`src/rtl/lcg_rir_pkg.sv`:
```
`default_nettype none

package lcg_rir_pkg;

    // Seed and result word width
    localparam int unsigned SEED_W = 32;
    // Divider step counter width, one step per dividend bit
    localparam int unsigned CNT_W = $clog2(SEED_W);

    // Generator constants
    localparam logic [SEED_W-1:0] LCG_MUL = 32'h0003_43FD;
    localparam logic [SEED_W-1:0] LCG_ADD = 32'h0026_9EC3;

    // Default exclusive bound on max - min
    localparam int unsigned RANGE_LIMIT_DEF = 32767;

    // Controller to datapath commands
    typedef struct packed {
        logic load_seed;
        logic capture;
        logic check;
        logic advance;
        logic div_step;
        logic load_out;
    } dp_cmd_t;

    // Datapath to controller status
    typedef struct packed {
        logic range_err;
        logic div_last;
    } dp_status_t;

endpackage

`default_nettype wire

```
`src/rtl/lcg_random_in_range.sv`:
```
// Flow: an accepted draw beat passes through the range check, the seed
// advance, 32 restoring divider steps and the output load; a range error
// skips the advance and the divider. A reseed beat only loads the seed.
// The remainder unit is bit-serial; no beat is taken until the result loads.
// Reset (aresetn low, synchronous): seed cleared to 0, controller idle,
// no result pending.
`default_nettype none

module lcg_random_in_range #(
    parameter int unsigned RANGE_LIMIT = lcg_rir_pkg::RANGE_LIMIT_DEF
) (
    input  wire logic                                  aclk,
    input  wire logic                                  aresetn,
    input  wire logic                                  s_valid,
    output logic                                       s_ready,
    input  wire logic                                  s_func,
    input  wire logic signed [lcg_rir_pkg::SEED_W-1:0] s_min_value,
    input  wire logic signed [lcg_rir_pkg::SEED_W-1:0] s_max_value,
    input  wire logic [lcg_rir_pkg::SEED_W-1:0]        s_new_seed,
    output logic                                       m_valid,
    input  wire logic                                  m_ready,
    output logic signed [lcg_rir_pkg::SEED_W-1:0]      m_value,
    output logic                                       m_range_error,
    output logic                                       m_bounds_swapped
);

    lcg_rir_pkg::dp_cmd_t    cmd;
    lcg_rir_pkg::dp_status_t status;

    lcg_rir_ctrl u_ctrl (
        .aclk    (aclk),
        .aresetn (aresetn),
        .s_valid (s_valid),
        .s_ready (s_ready),
        .s_func  (s_func),
        .m_valid (m_valid),
        .m_ready (m_ready),
        .cmd     (cmd),
        .status  (status)
    );

    lcg_rir_dp #(
        .RANGE_LIMIT (RANGE_LIMIT)
    ) u_dp (
        .aclk               (aclk),
        .aresetn            (aresetn),
        .cmd                (cmd),
        .status             (status),
        .in_min             (s_min_value),
        .in_max             (s_max_value),
        .in_seed            (s_new_seed),
        .out_value          (m_value),
        .out_range_error    (m_range_error),
        .out_bounds_swapped (m_bounds_swapped)
    );

endmodule

`default_nettype wire

```
`src/rtl/lcg_rir_dp.sv`:
```
`default_nettype none

module lcg_rir_dp #(
    parameter int unsigned RANGE_LIMIT = lcg_rir_pkg::RANGE_LIMIT_DEF
) (
    input  wire logic                                aclk,
    input  wire logic                                aresetn,
    input  wire lcg_rir_pkg::dp_cmd_t                cmd,
    output lcg_rir_pkg::dp_status_t                  status,
    input  wire logic signed [lcg_rir_pkg::SEED_W-1:0] in_min,
    input  wire logic signed [lcg_rir_pkg::SEED_W-1:0] in_max,
    input  wire logic [lcg_rir_pkg::SEED_W-1:0]      in_seed,
    output logic signed [lcg_rir_pkg::SEED_W-1:0]    out_value,
    output logic                                     out_range_error,
    output logic                                     out_bounds_swapped
);

    localparam int unsigned W = lcg_rir_pkg::SEED_W;
    // Divisor is at most RANGE_LIMIT
    localparam int unsigned DIV_W = $clog2(RANGE_LIMIT + 1);

    logic [W-1:0]                     seed_reg;
    logic signed [W-1:0]              lo_reg;
    logic signed [W-1:0]              hi_reg;
    logic                             swap_reg;
    logic                             err_reg;
    logic [DIV_W-1:0]                 d_reg;
    logic [W-1:0]                     quo_reg;
    logic [DIV_W-1:0]                 rem_reg;
    logic [DIV_W-1:0]                 dsr_reg;
    logic [lcg_rir_pkg::CNT_W-1:0]    cnt_reg;
    logic signed [W-1:0]              value_reg;
    logic                             oerr_reg;
    logic                             oswap_reg;

    logic                             swap_in;
    logic [W:0]                       diff;
    logic                             too_wide;
    logic [W-1:0]                     seed_adv;
    logic [DIV_W:0]                   rem_sh;
    logic [DIV_W-1:0]                 rem_next;

    // Bound ordering on the incoming beat
    assign swap_in = (in_max < in_min);

    // Exact range, never negative after the swap
    assign diff     = {hi_reg[W-1], hi_reg} - {lo_reg[W-1], lo_reg};
    assign too_wide = (diff >= (W+1)'(RANGE_LIMIT));

    // Next generator state
    assign seed_adv = W'(seed_reg * lcg_rir_pkg::LCG_MUL) + lcg_rir_pkg::LCG_ADD;

    // One restoring division step
    always_comb begin
        rem_sh = {rem_reg, quo_reg[W-1]};
        if (rem_sh >= {1'b0, dsr_reg}) begin
            rem_next = DIV_W'(rem_sh - {1'b0, dsr_reg});
        end else begin
            rem_next = rem_sh[DIV_W-1:0];
        end
    end

    assign status.range_err = too_wide;
    assign status.div_last  = (cnt_reg == lcg_rir_pkg::CNT_W'(W - 1));

    // Seed register
    always_ff @(posedge aclk) begin
        if (!aresetn) begin
            seed_reg <= '0;
        end else if (cmd.load_seed) begin
            seed_reg <= in_seed;
        end else if (cmd.advance) begin
            seed_reg <= seed_adv;
        end
    end

    // Operand capture, range check and divider
    always_ff @(posedge aclk) begin
        if (cmd.capture) begin
            lo_reg   <= swap_in ? in_max : in_min;
            hi_reg   <= swap_in ? in_min : in_max;
            swap_reg <= swap_in;
        end
        if (cmd.check) begin
            err_reg <= too_wide;
            d_reg   <= diff[DIV_W-1:0];
        end
        if (cmd.advance) begin
            quo_reg <= seed_adv;
            rem_reg <= '0;
            dsr_reg <= d_reg + DIV_W'(1);
            cnt_reg <= '0;
        end else if (cmd.div_step) begin
            quo_reg <= {quo_reg[W-2:0], 1'b0};
            rem_reg <= rem_next;
            cnt_reg <= cnt_reg + lcg_rir_pkg::CNT_W'(1);
        end
    end

    // Output register
    always_ff @(posedge aclk) begin
        if (cmd.load_out) begin
            value_reg <= err_reg ? '0 : lo_reg + W'(rem_reg);
            oerr_reg  <= err_reg;
            oswap_reg <= swap_reg;
        end
    end

    assign out_value          = value_reg;
    assign out_range_error    = oerr_reg;
    assign out_bounds_swapped = oswap_reg;

endmodule

`default_nettype wire

```
`src/rtl/lcg_rir_ctrl.sv`:
```
`default_nettype none

module lcg_rir_ctrl (
    input  wire logic                     aclk,
    input  wire logic                     aresetn,
    input  wire logic                     s_valid,
    output logic                          s_ready,
    input  wire logic                     s_func,
    output logic                          m_valid,
    input  wire logic                     m_ready,
    output lcg_rir_pkg::dp_cmd_t          cmd,
    input  wire lcg_rir_pkg::dp_status_t  status
);

    typedef enum logic [2:0] {
        ST_IDLE,
        ST_CHECK,
        ST_ADV,
        ST_DIV,
        ST_DONE
    } state_t;

    state_t state_reg, state_next;
    logic   out_valid_reg, out_valid_next;
    logic   accept;
    logic   out_free;

    assign s_ready  = (state_reg == ST_IDLE);
    assign m_valid  = out_valid_reg;
    assign accept   = s_valid && s_ready;
    assign out_free = !out_valid_reg || m_ready;

    // Next state and datapath commands
    always_comb begin
        state_next     = state_reg;
        out_valid_next = out_valid_reg;
        cmd            = '0;
        if (out_valid_reg && m_ready) begin
            out_valid_next = 1'b0;
        end
        case (state_reg)
            ST_IDLE: begin
                if (accept) begin
                    if (s_func) begin
                        cmd.load_seed = 1'b1;
                    end else begin
                        cmd.capture = 1'b1;
                        state_next  = ST_CHECK;
                    end
                end
            end
            ST_CHECK: begin
                cmd.check  = 1'b1;
                state_next = status.range_err ? ST_DONE : ST_ADV;
            end
            ST_ADV: begin
                cmd.advance = 1'b1;
                state_next  = ST_DIV;
            end
            ST_DIV: begin
                cmd.div_step = 1'b1;
                if (status.div_last) begin
                    state_next = ST_DONE;
                end
            end
            ST_DONE: begin
                if (out_free) begin
                    cmd.load_out   = 1'b1;
                    out_valid_next = 1'b1;
                    state_next     = ST_IDLE;
                end
            end
            default: begin
                state_next = ST_IDLE;
            end
        endcase
    end

    // State and result valid
    always_ff @(posedge aclk) begin
        if (!aresetn) begin
            state_reg     <= ST_IDLE;
            out_valid_reg <= 1'b0;
        end else begin
            state_reg     <= state_next;
            out_valid_reg <= out_valid_next;
        end
    end

endmodule

`default_nettype wire

```
`config.mk`:
```
export PLATFORM = sky130hd
export DESIGN_NAME = lcg_random_in_range
export DESIGN_NICKNAME = d
export VERILOG_FILES = /design/src/rtl/lcg_rir_pkg.sv /design/src/rtl/lcg_random_in_range.sv /design/src/rtl/lcg_rir_dp.sv /design/src/rtl/lcg_rir_ctrl.sv
export SDC_FILE = /design/constraint.sdc
export NUM_CORES = 1
export LEC_CHECK = 0
export BUFFER_PORTS_ARGS = -buffer_cell sky130_fd_sc_hd__buf_2
export CAP_MARGIN = 20
export CORE_AREA = 8 8 176 220
export CTS_BUF_LIST = sky130_fd_sc_hd__clkbuf_8
export CTS_CLUSTER_DIAMETER = 50
export DETAILED_ROUTE_END_ITERATION = 16
export DIE_AREA = 0 0 184 228
export PLACE_DENSITY_LB_ADDON = 0.1
export SETUP_SLACK_MARGIN = 0.02
export SYNTH_ARGS = -nofsm -noshare
export SYNTH_HDL_FRONTEND = slang
export SYNTH_SLANG_ARGS = --single-unit
```
`constraint.sdc`:
```
create_clock -name aclk -period 18.1 [get_ports aclk]
set_input_delay 1.81 -clock aclk [delete_from_list [all_inputs] [get_ports aclk]]
set_output_delay 1.81 -clock aclk [all_outputs]
set_load 0.03 [all_outputs]
```
==> flow_summary_export.csv, run 1 <==
group,metric,value,unit
floorplanning,die_height,228,um
global_routing,gr-total-overflow,0,
timing,fin_ws,11.16,ns
floorplanning,dieArea,42000,um^2
logic_synthesis,ys_ff_latch,218,
critical_path,reg2reg_to,"u_dp.quo_reg[31]",
logic_synthesis,synth.most_common_cell,"inv_1",
status,outcome,"completed",
timing,max-slew-margin-rel,0.355,
logic_synthesis,yosysTopAreaCell,"edfxtp_1",
critical_path,crit_fanout,10,
logic_synthesis,synthTopCellsByArea,"edfxtp_1 (23%), fa_1 (17%), ha_1 (14%), inv_1 (7.7%), dfxtp_1 (5.4%)",
global_routing,grt_pass1_vias,16300,
floorplanning,io_pins,137,
critical_path,reg2reg_depth,21,
clock_network,cts_root_buffer,"clkbuf_8",
routing,drc,0,
critical_path,cp.required,18.51,ns
timing,hold_viol,0,
placed_design,place.gp.congestion,0.960,
clock_network,cts-htree-levels,2,
logic_synthesis,async_reset_ff_frac,0,
floorplanning,die_w,184,um
worst_hold_path,hold_path.class,"register to register",
final_layout,diodes,0,
routing,detail_route.wl_per_cell,17.7,um
clock_network,hold_buffers,0,
clock_network,numClockSinks,218,
critical_path,arrival,7.35,ns
routing,drt_pass1_iterations,5,
worst_hold_path,min_path_cells,0,
logic_synthesis,ys_warn_count,0,
routing,vias_per_cell,5.56,
logic_synthesis,syn_area,20900,um^2
final_layout,syn2layout_area_growth,9.31,%
timing,rsz0062_at_grt,"no",
placed_design,dp.cells,2720,
timing,tightest_slew,0.968,ns
timing,slew_viol_final,0,
logic_synthesis,syn_nets,2662,
clock_network,cts_inserted_buffers,36,
power_and_ir_drop,p_leak,10.8,nW
global_routing,grt_usage,0.239,
clock_network,clock_latency,0.56,ns
logic_synthesis,synth_top_area_frac,0.233,
logic_synthesis,synth_top_flop_cell,"edfxtp_1",
floorplanning,rows,77,
worst_hold_path,hp-start,"u_dp.swap_reg",
routing,drt-initial-drc-count,749,
global_routing,grt_start_max_net_pins,66,
timing,tns,0,ns
routing,num_vias,15500,
placed_design,hpwl,41100,um
clock_network,cts_resized,0,
timing,min_period,6.94,ns
timing,finalCritPeriodShare,0.383,
timing,fmaxAchievable,144,MHz
floorplanning,core,35100,um^2
critical_path,cp-start-kind,"register",
power_and_ir_drop,peakVddDrop,61.7,uV
power_and_ir_drop,powerDensity,95.9,nW/um^2
final_layout,fin_nets,2808,
final_layout,utilization,0.650,
final_layout,fin_area,22800,um^2
routing,routed_wl,49400,um
final_layout,layoutNonFillerInstCount,2787,
floorplanning,start_util,0.595,
power_and_ir_drop,power,2.19,mW
clock_network,path_clk_slew,0.07,ns
timing,whs,0.443,ns
placed_design,io_buffers,136,
global_routing,grt_pass1_wl,80600,um
placed_design,place_ws,11.25,ns
logic_synthesis,synth_enable_flop_cells,162,
logic_synthesis,avgSynthCellArea,9.75,um^2
worst_hold_path,worstHoldEndpoint,"u_dp.out_bounds_swapped",
final_layout,fillers,2955,
final_layout,drive_gt1_frac,0.114,
routing,ant_nets,0,
critical_path,worst_setup_path_end_kind,"register",
logic_synthesis,syn_inst,2139,
clock_network,cts_tree,"built",
timing,worst_clock_skew,0.0331,ns
global_routing,antenna_found_initial,0,
logic_synthesis,ys_types,76,
clock_network,cts.path.max_buffers,3,
clock_network,postCtsSetupBuffers,0,
timing,finalSetupViolations,0,
critical_path,r2r-start,"u_dp.seed_reg[3]",
placed_design,place_area,22100,um^2
logic_synthesis,yosys-top-cells-count,"inv_1 (427), ha_1 (241), fa_1 (181)",
run,maxCapViolCount,0,
logic_synthesis,yosysSeqAreaShare,0.287,
critical_path,rrSetupSlack,11.16,ns
critical_path,crit_type,"register to register",
## cell usage in the layout (no fill, tap or decap), types with 7 or more instances in the layout
cell,count
mux2_2,46
edfxtp_1,162
nand4_1,16
a211oi_1,20
and3_1,17
clkbuf_8,38
or3_1,23
nor2b_1,20
buf_4,11
xnor2_1,71
o211ai_1,11
nand2_1,166
mux2_1,19
dfxtp_1,56
a21oi_1,119
o21a_1,9
a21o_1,42
o21ai_0,58
inv_1,440
nand2b_1,16
nor4_1,10
xor2_1,42
o21ai_1,31
a22oi_1,26
ha_1,241
and2_1,7
fa_1,181
a31oi_1,10
nand3_1,31
nor3_1,30
nor2_1,87
buf_2,136
## report_power, final
group | internal, mW | switching, mW
registers | 0.557 | 0.0164
logic | 0.501 | 0.696
clock network | 0.211 | 0.205
## worst max-delay path, cell delays in order, from the launching register on
cell and delay (ns):
dfxtp_1 0.46, fa_1 0.57, inv_1 0.12, fa_1 0.45
fa_1 0.53, inv_1 0.06, fa_1 0.50, inv_1 0.05
fa_1 0.47, fa_1 0.55, inv_1 0.04, ha_1 0.36
a2111oi_0 0.45, o21ai_1 0.15, a2bb2oi_2 0.22, o32ai_1 0.15
a21boi_1 0.34, o21ai_1 0.19, or4_1 0.45, a2111oi_0 0.40
a41o_1 0.18, a211o_1 0.11
## layer usage
metal	share of wire	global-route usage	up-vias	wire [um]
li1	-	-	7551	-
met1	0.39	0.267	7470	19300
met2	0.53	0.447	372	26300
met3	0.041	0.0329	103	2030
met4	0.036	0.0914	0	1800
met5	0	0	-	0
## cells by family after synthesis
kind of cell	Yosys count	synth area share
buf+inv	469	0.0847
simple gates	454	0.105
fa+ha+maj	423	0.319
compound gates	393	0.121
flops	218	0.287
xor+xnor	113	0.0474
mux	69	0.0370
## final cells by class
cell class | count | area (um^2) | area share
multi-input combinational | 1452 | 13100 | 0.576
sequential | 218 | 5990 | 0.262
inverter | 429 | 1610 | 0.0706
clock inverter | 28 | 155 | 0.00680
tap | 474 | 593 | 0.0260
timing repair buffer | 148 | 791 | 0.0347
clock buffer | 38 | 523 | 0.0229
## how the worst max path moves through the flow
stage / cells after the start / end / slack (ns) / from
2_1_floorplan: 20 / u_dp.quo_reg[31] / 11.92 / u_dp.seed_reg[3]
3_3_place_gp: 21 / u_dp.quo_reg[31] / 11.47 / u_dp.seed_reg[4]
3_5_place_dp: 21 / u_dp.quo_reg[31] / 11.25 / u_dp.seed_reg[3]
4_1_cts: 21 / u_dp.quo_reg[31] / 11.17 / u_dp.seed_reg[3]
5_1_grt: 21 / u_dp.quo_reg[31] / 10.88 / u_dp.seed_reg[3]
6_report: 21 / u_dp.quo_reg[31] / 11.16 / u_dp.seed_reg[3]
No activity file was read; power rests on OpenSTA's default activity.
==> run 2, diff against run 1 <==
- ABC_AREA: not set -> 1
- CORE_AREA: 8 8 176 220 -> 8 8 182 227
- DIE_AREA: 0 0 184 228 -> 0 0 190 235
- clock period: 18.1 -> 5.8 ns (I/O delays scaled with it)
==> flow_summary_export.csv, run 2 <==
group,metric,value,unit
timing,finalCritPeriodShare,0.978,
logic_synthesis,avgSynthCellArea,8.26,um^2
timing,fin_ws,0.130,ns
clock_network,hold_buffers,0,
timing,finalSetupViolations,0,
placed_design,place_ws,-0.0877,ns
logic_synthesis,synth_enable_flop_cells,162,
routing,drc,0,
logic_synthesis,async_reset_ff_frac,0,
power_and_ir_drop,p_leak,12.3,nW
placed_design,place.gp.congestion,1.01,
routing,drt-initial-drc-count,958,
logic_synthesis,synth_top_area_frac,0.225,
logic_synthesis,syn_nets,3138,
worst_hold_path,hold_path.class,"input pin to register",
floorplanning,rows,80,
logic_synthesis,synthTopCellsByArea,"edfxtp_1 (23%), fa_1 (17%), ha_1 (14%), inv_1 (10%), nand2_1 (9.2%)",
floorplanning,die_height,235,um
power_and_ir_drop,powerDensity,342,nW/um^2
routing,num_vias,18000,
logic_synthesis,ys_ff_latch,218,
global_routing,antenna_found_initial,6,
final_layout,final_common_cell,"inv_1",
run,maxCapViolCount,0,
critical_path,cp.required,6.09,ns
clock_network,clock_latency,0.58,ns
routing,drt_pass1_iterations,7,
final_layout,multi_input_area,13400,um^2
floorplanning,core,37700,um^2
floorplanning,dieArea,44700,um^2
logic_synthesis,synth.most_common_cell,"inv_1",
timing,slew_viol_final,0,
timing,worst_clock_skew,0.0408,ns
routing,detail_route.wl_per_cell,19.3,um
floorplanning,die_w,190,um
timing,fmaxAchievable,176,MHz
timing,min_period,5.67,ns
clock_network,path_clk_slew,0.07,ns
power_and_ir_drop,power,8.25,mW
final_layout,fin_area,24100,um^2
global_routing,grt_start_max_net_pins,98,
logic_synthesis,ys_warn_count,0,
timing,rsz0062_at_grt,"yes",
critical_path,crit_type,"register to register",
placed_design,place_area,23100,um^2
logic_synthesis,syn_area,21600,um^2
clock_network,cts_tree,"built",
clock_network,cts_root_buffer,"clkbuf_8",
critical_path,cp-start-kind,"register",
floorplanning,start_util,0.573,
routing,routed_wl,64100,um
critical_path,worst_setup_path_end_kind,"register",
logic_synthesis,yosys-top-cells-count,"inv_1 (580), nand2_1 (531), ha_1 (241)",
floorplanning,io_pins,137,
clock_network,cts.path.max_buffers,3,
clock_network,numClockSinks,218,
final_layout,fillers,3269,
critical_path,crit_fanout,6,
global_routing,grt_usage,0.289,
clock_network,cts-htree-levels,2,
final_layout,drive_gt1_frac,0.119,
final_layout,fin_nets,3320,
final_layout,regArea,6010,um^2
status,outcome,"completed",
placed_design,io_buffers,136,
timing,tightest_slew,0.971,ns
placed_design,hpwl,54500,um
timing,max-slew-margin-rel,0.352,
logic_synthesis,ys_types,52,
global_routing,grt_pass1_vias,18900,
power_and_ir_drop,peakVddDrop,256,uV
global_routing,grt_pass1_wl,100000,um
timing,hold_viol,0,
logic_synthesis,synth_top_flop_cell,"edfxtp_1",
routing,ant_nets,0,
routing,vias_per_cell,5.41,
final_layout,syn2layout_area_growth,11.6,%
final_layout,most-common-layout-cells,"inv_1 (585), nand2_1 (527), ha_1 (234), fa_1 (171), a21oi_1 (168)",
logic_synthesis,yosysSeqAreaShare,0.277,
critical_path,arrival,5.96,ns
logic_synthesis,yosysTopAreaCell,"edfxtp_1",
clock_network,cts_inserted_buffers,37,
logic_synthesis,syn_inst,2615,
global_routing,gr-total-overflow,0,
-- run 2: metrics by stage --
| step | std cells | util | hold slack, ns | setup TNS, ns |
|---|---|---|---|---|
| floorplan | 2615 | - | 0.400 | 0 |
| global placement | 3249 | 0.612 | 0.424 | -0.0637 |
| detailed placement | 3249 | 0.612 | 0.419 | -0.152 |
| CTS | 3317 | 0.634 | 0.259 | 0 |
| global route | 3322 | 0.639 | 0.284 | -0.0473 |
| finish | 3322 | 0.639 | 0.287 | 0 |
-- run 2: layout make-up --
class / instances / share of cell area
timing repair buffer: 185 / 0.0440
clock inverter: 31 / 0.0129
multi-input combinational: 1769 / 0.556
clock buffer: 37 / 0.0211
tap: 492 / 0.0255
inverter: 586 / 0.0912
antenna: 4 / 0.000415
sequential: 218 / 0.249
-- run 2: worst max-delay path, cell delays in order (launching register included) --
cell      delay, ns
dfxtp_4        0.39
buf_4          0.16
ha_1           0.33
inv_1          0.09
fa_1           0.57
fa_1           0.45
fa_1           0.52
inv_1          0.05
fa_1           0.48
inv_1          0.07
fa_1           0.53
inv_1          0.07
ha_4           0.29
nand2_1        0.10
o21ai_0        0.33
a21oi_1        0.15
o2111a_1       0.25
nand2_1        0.08
a21oi_1        0.06
o21ai_0        0.16
buf_4          0.18
nand2_1        0.06
-- run 2: path summary, 6_finish.rpt --
kind                     start                 endpoint  slack [ns]  cells past startpoint
max          u_dp.seed_reg[15]         u_dp.quo_reg[30]        0.13                     21
min              s_new_seed[0]         u_dp.seed_reg[0]        0.29                      3
max reg2reg  u_dp.seed_reg[15]         u_dp.quo_reg[30]        0.13                     21
min reg2reg      u_dp.swap_reg  u_dp.out_bounds_swapped        0.43                      0
-- run 2: per-layer routing --
| metal | part of all wire | global-route usage | vias to the layer above |
|---|---|---|---|
| met5 | 0 | 0 | - |
| met4 | 0.081 | 0.205 | 0 |
| met3 | 0.035 | 0.0338 | 210 |
| met2 | 0.54 | 0.547 | 516 |
| met1 | 0.35 | 0.285 | 8463 |
| li1 | - | - | 8798 |
-- run 2: kinds of logic (layout without fill, tap and decap cells) --
logic type | Yosys count | count (layout) | synth area share
xor+xnor | 69 | 69 | 0.0280
compound gates | 418 | 418 | 0.110
simple gates | 860 | 860 | 0.167
flops | 218 | 218 | 0.277
buf+inv | 628 | 839 | 0.111
fa+ha+maj | 422 | 422 | 0.307
other cells | 0 | 4 | 0
-- run 2: timing repair --
item	CTS	global route
setup buffers	0	1
resized for setup	8	56
setup endpoints to repair	10	25
pin swaps	0	3
-- run 2: power by group --
group	internal, mW	total (mW)	switching, mW	leakage (nW)
Sequential	1.77	1.83	0.0635	1.94
Clock	0.880	1.55	0.674	0.439
Combinational	1.75	4.87	3.11	9.96
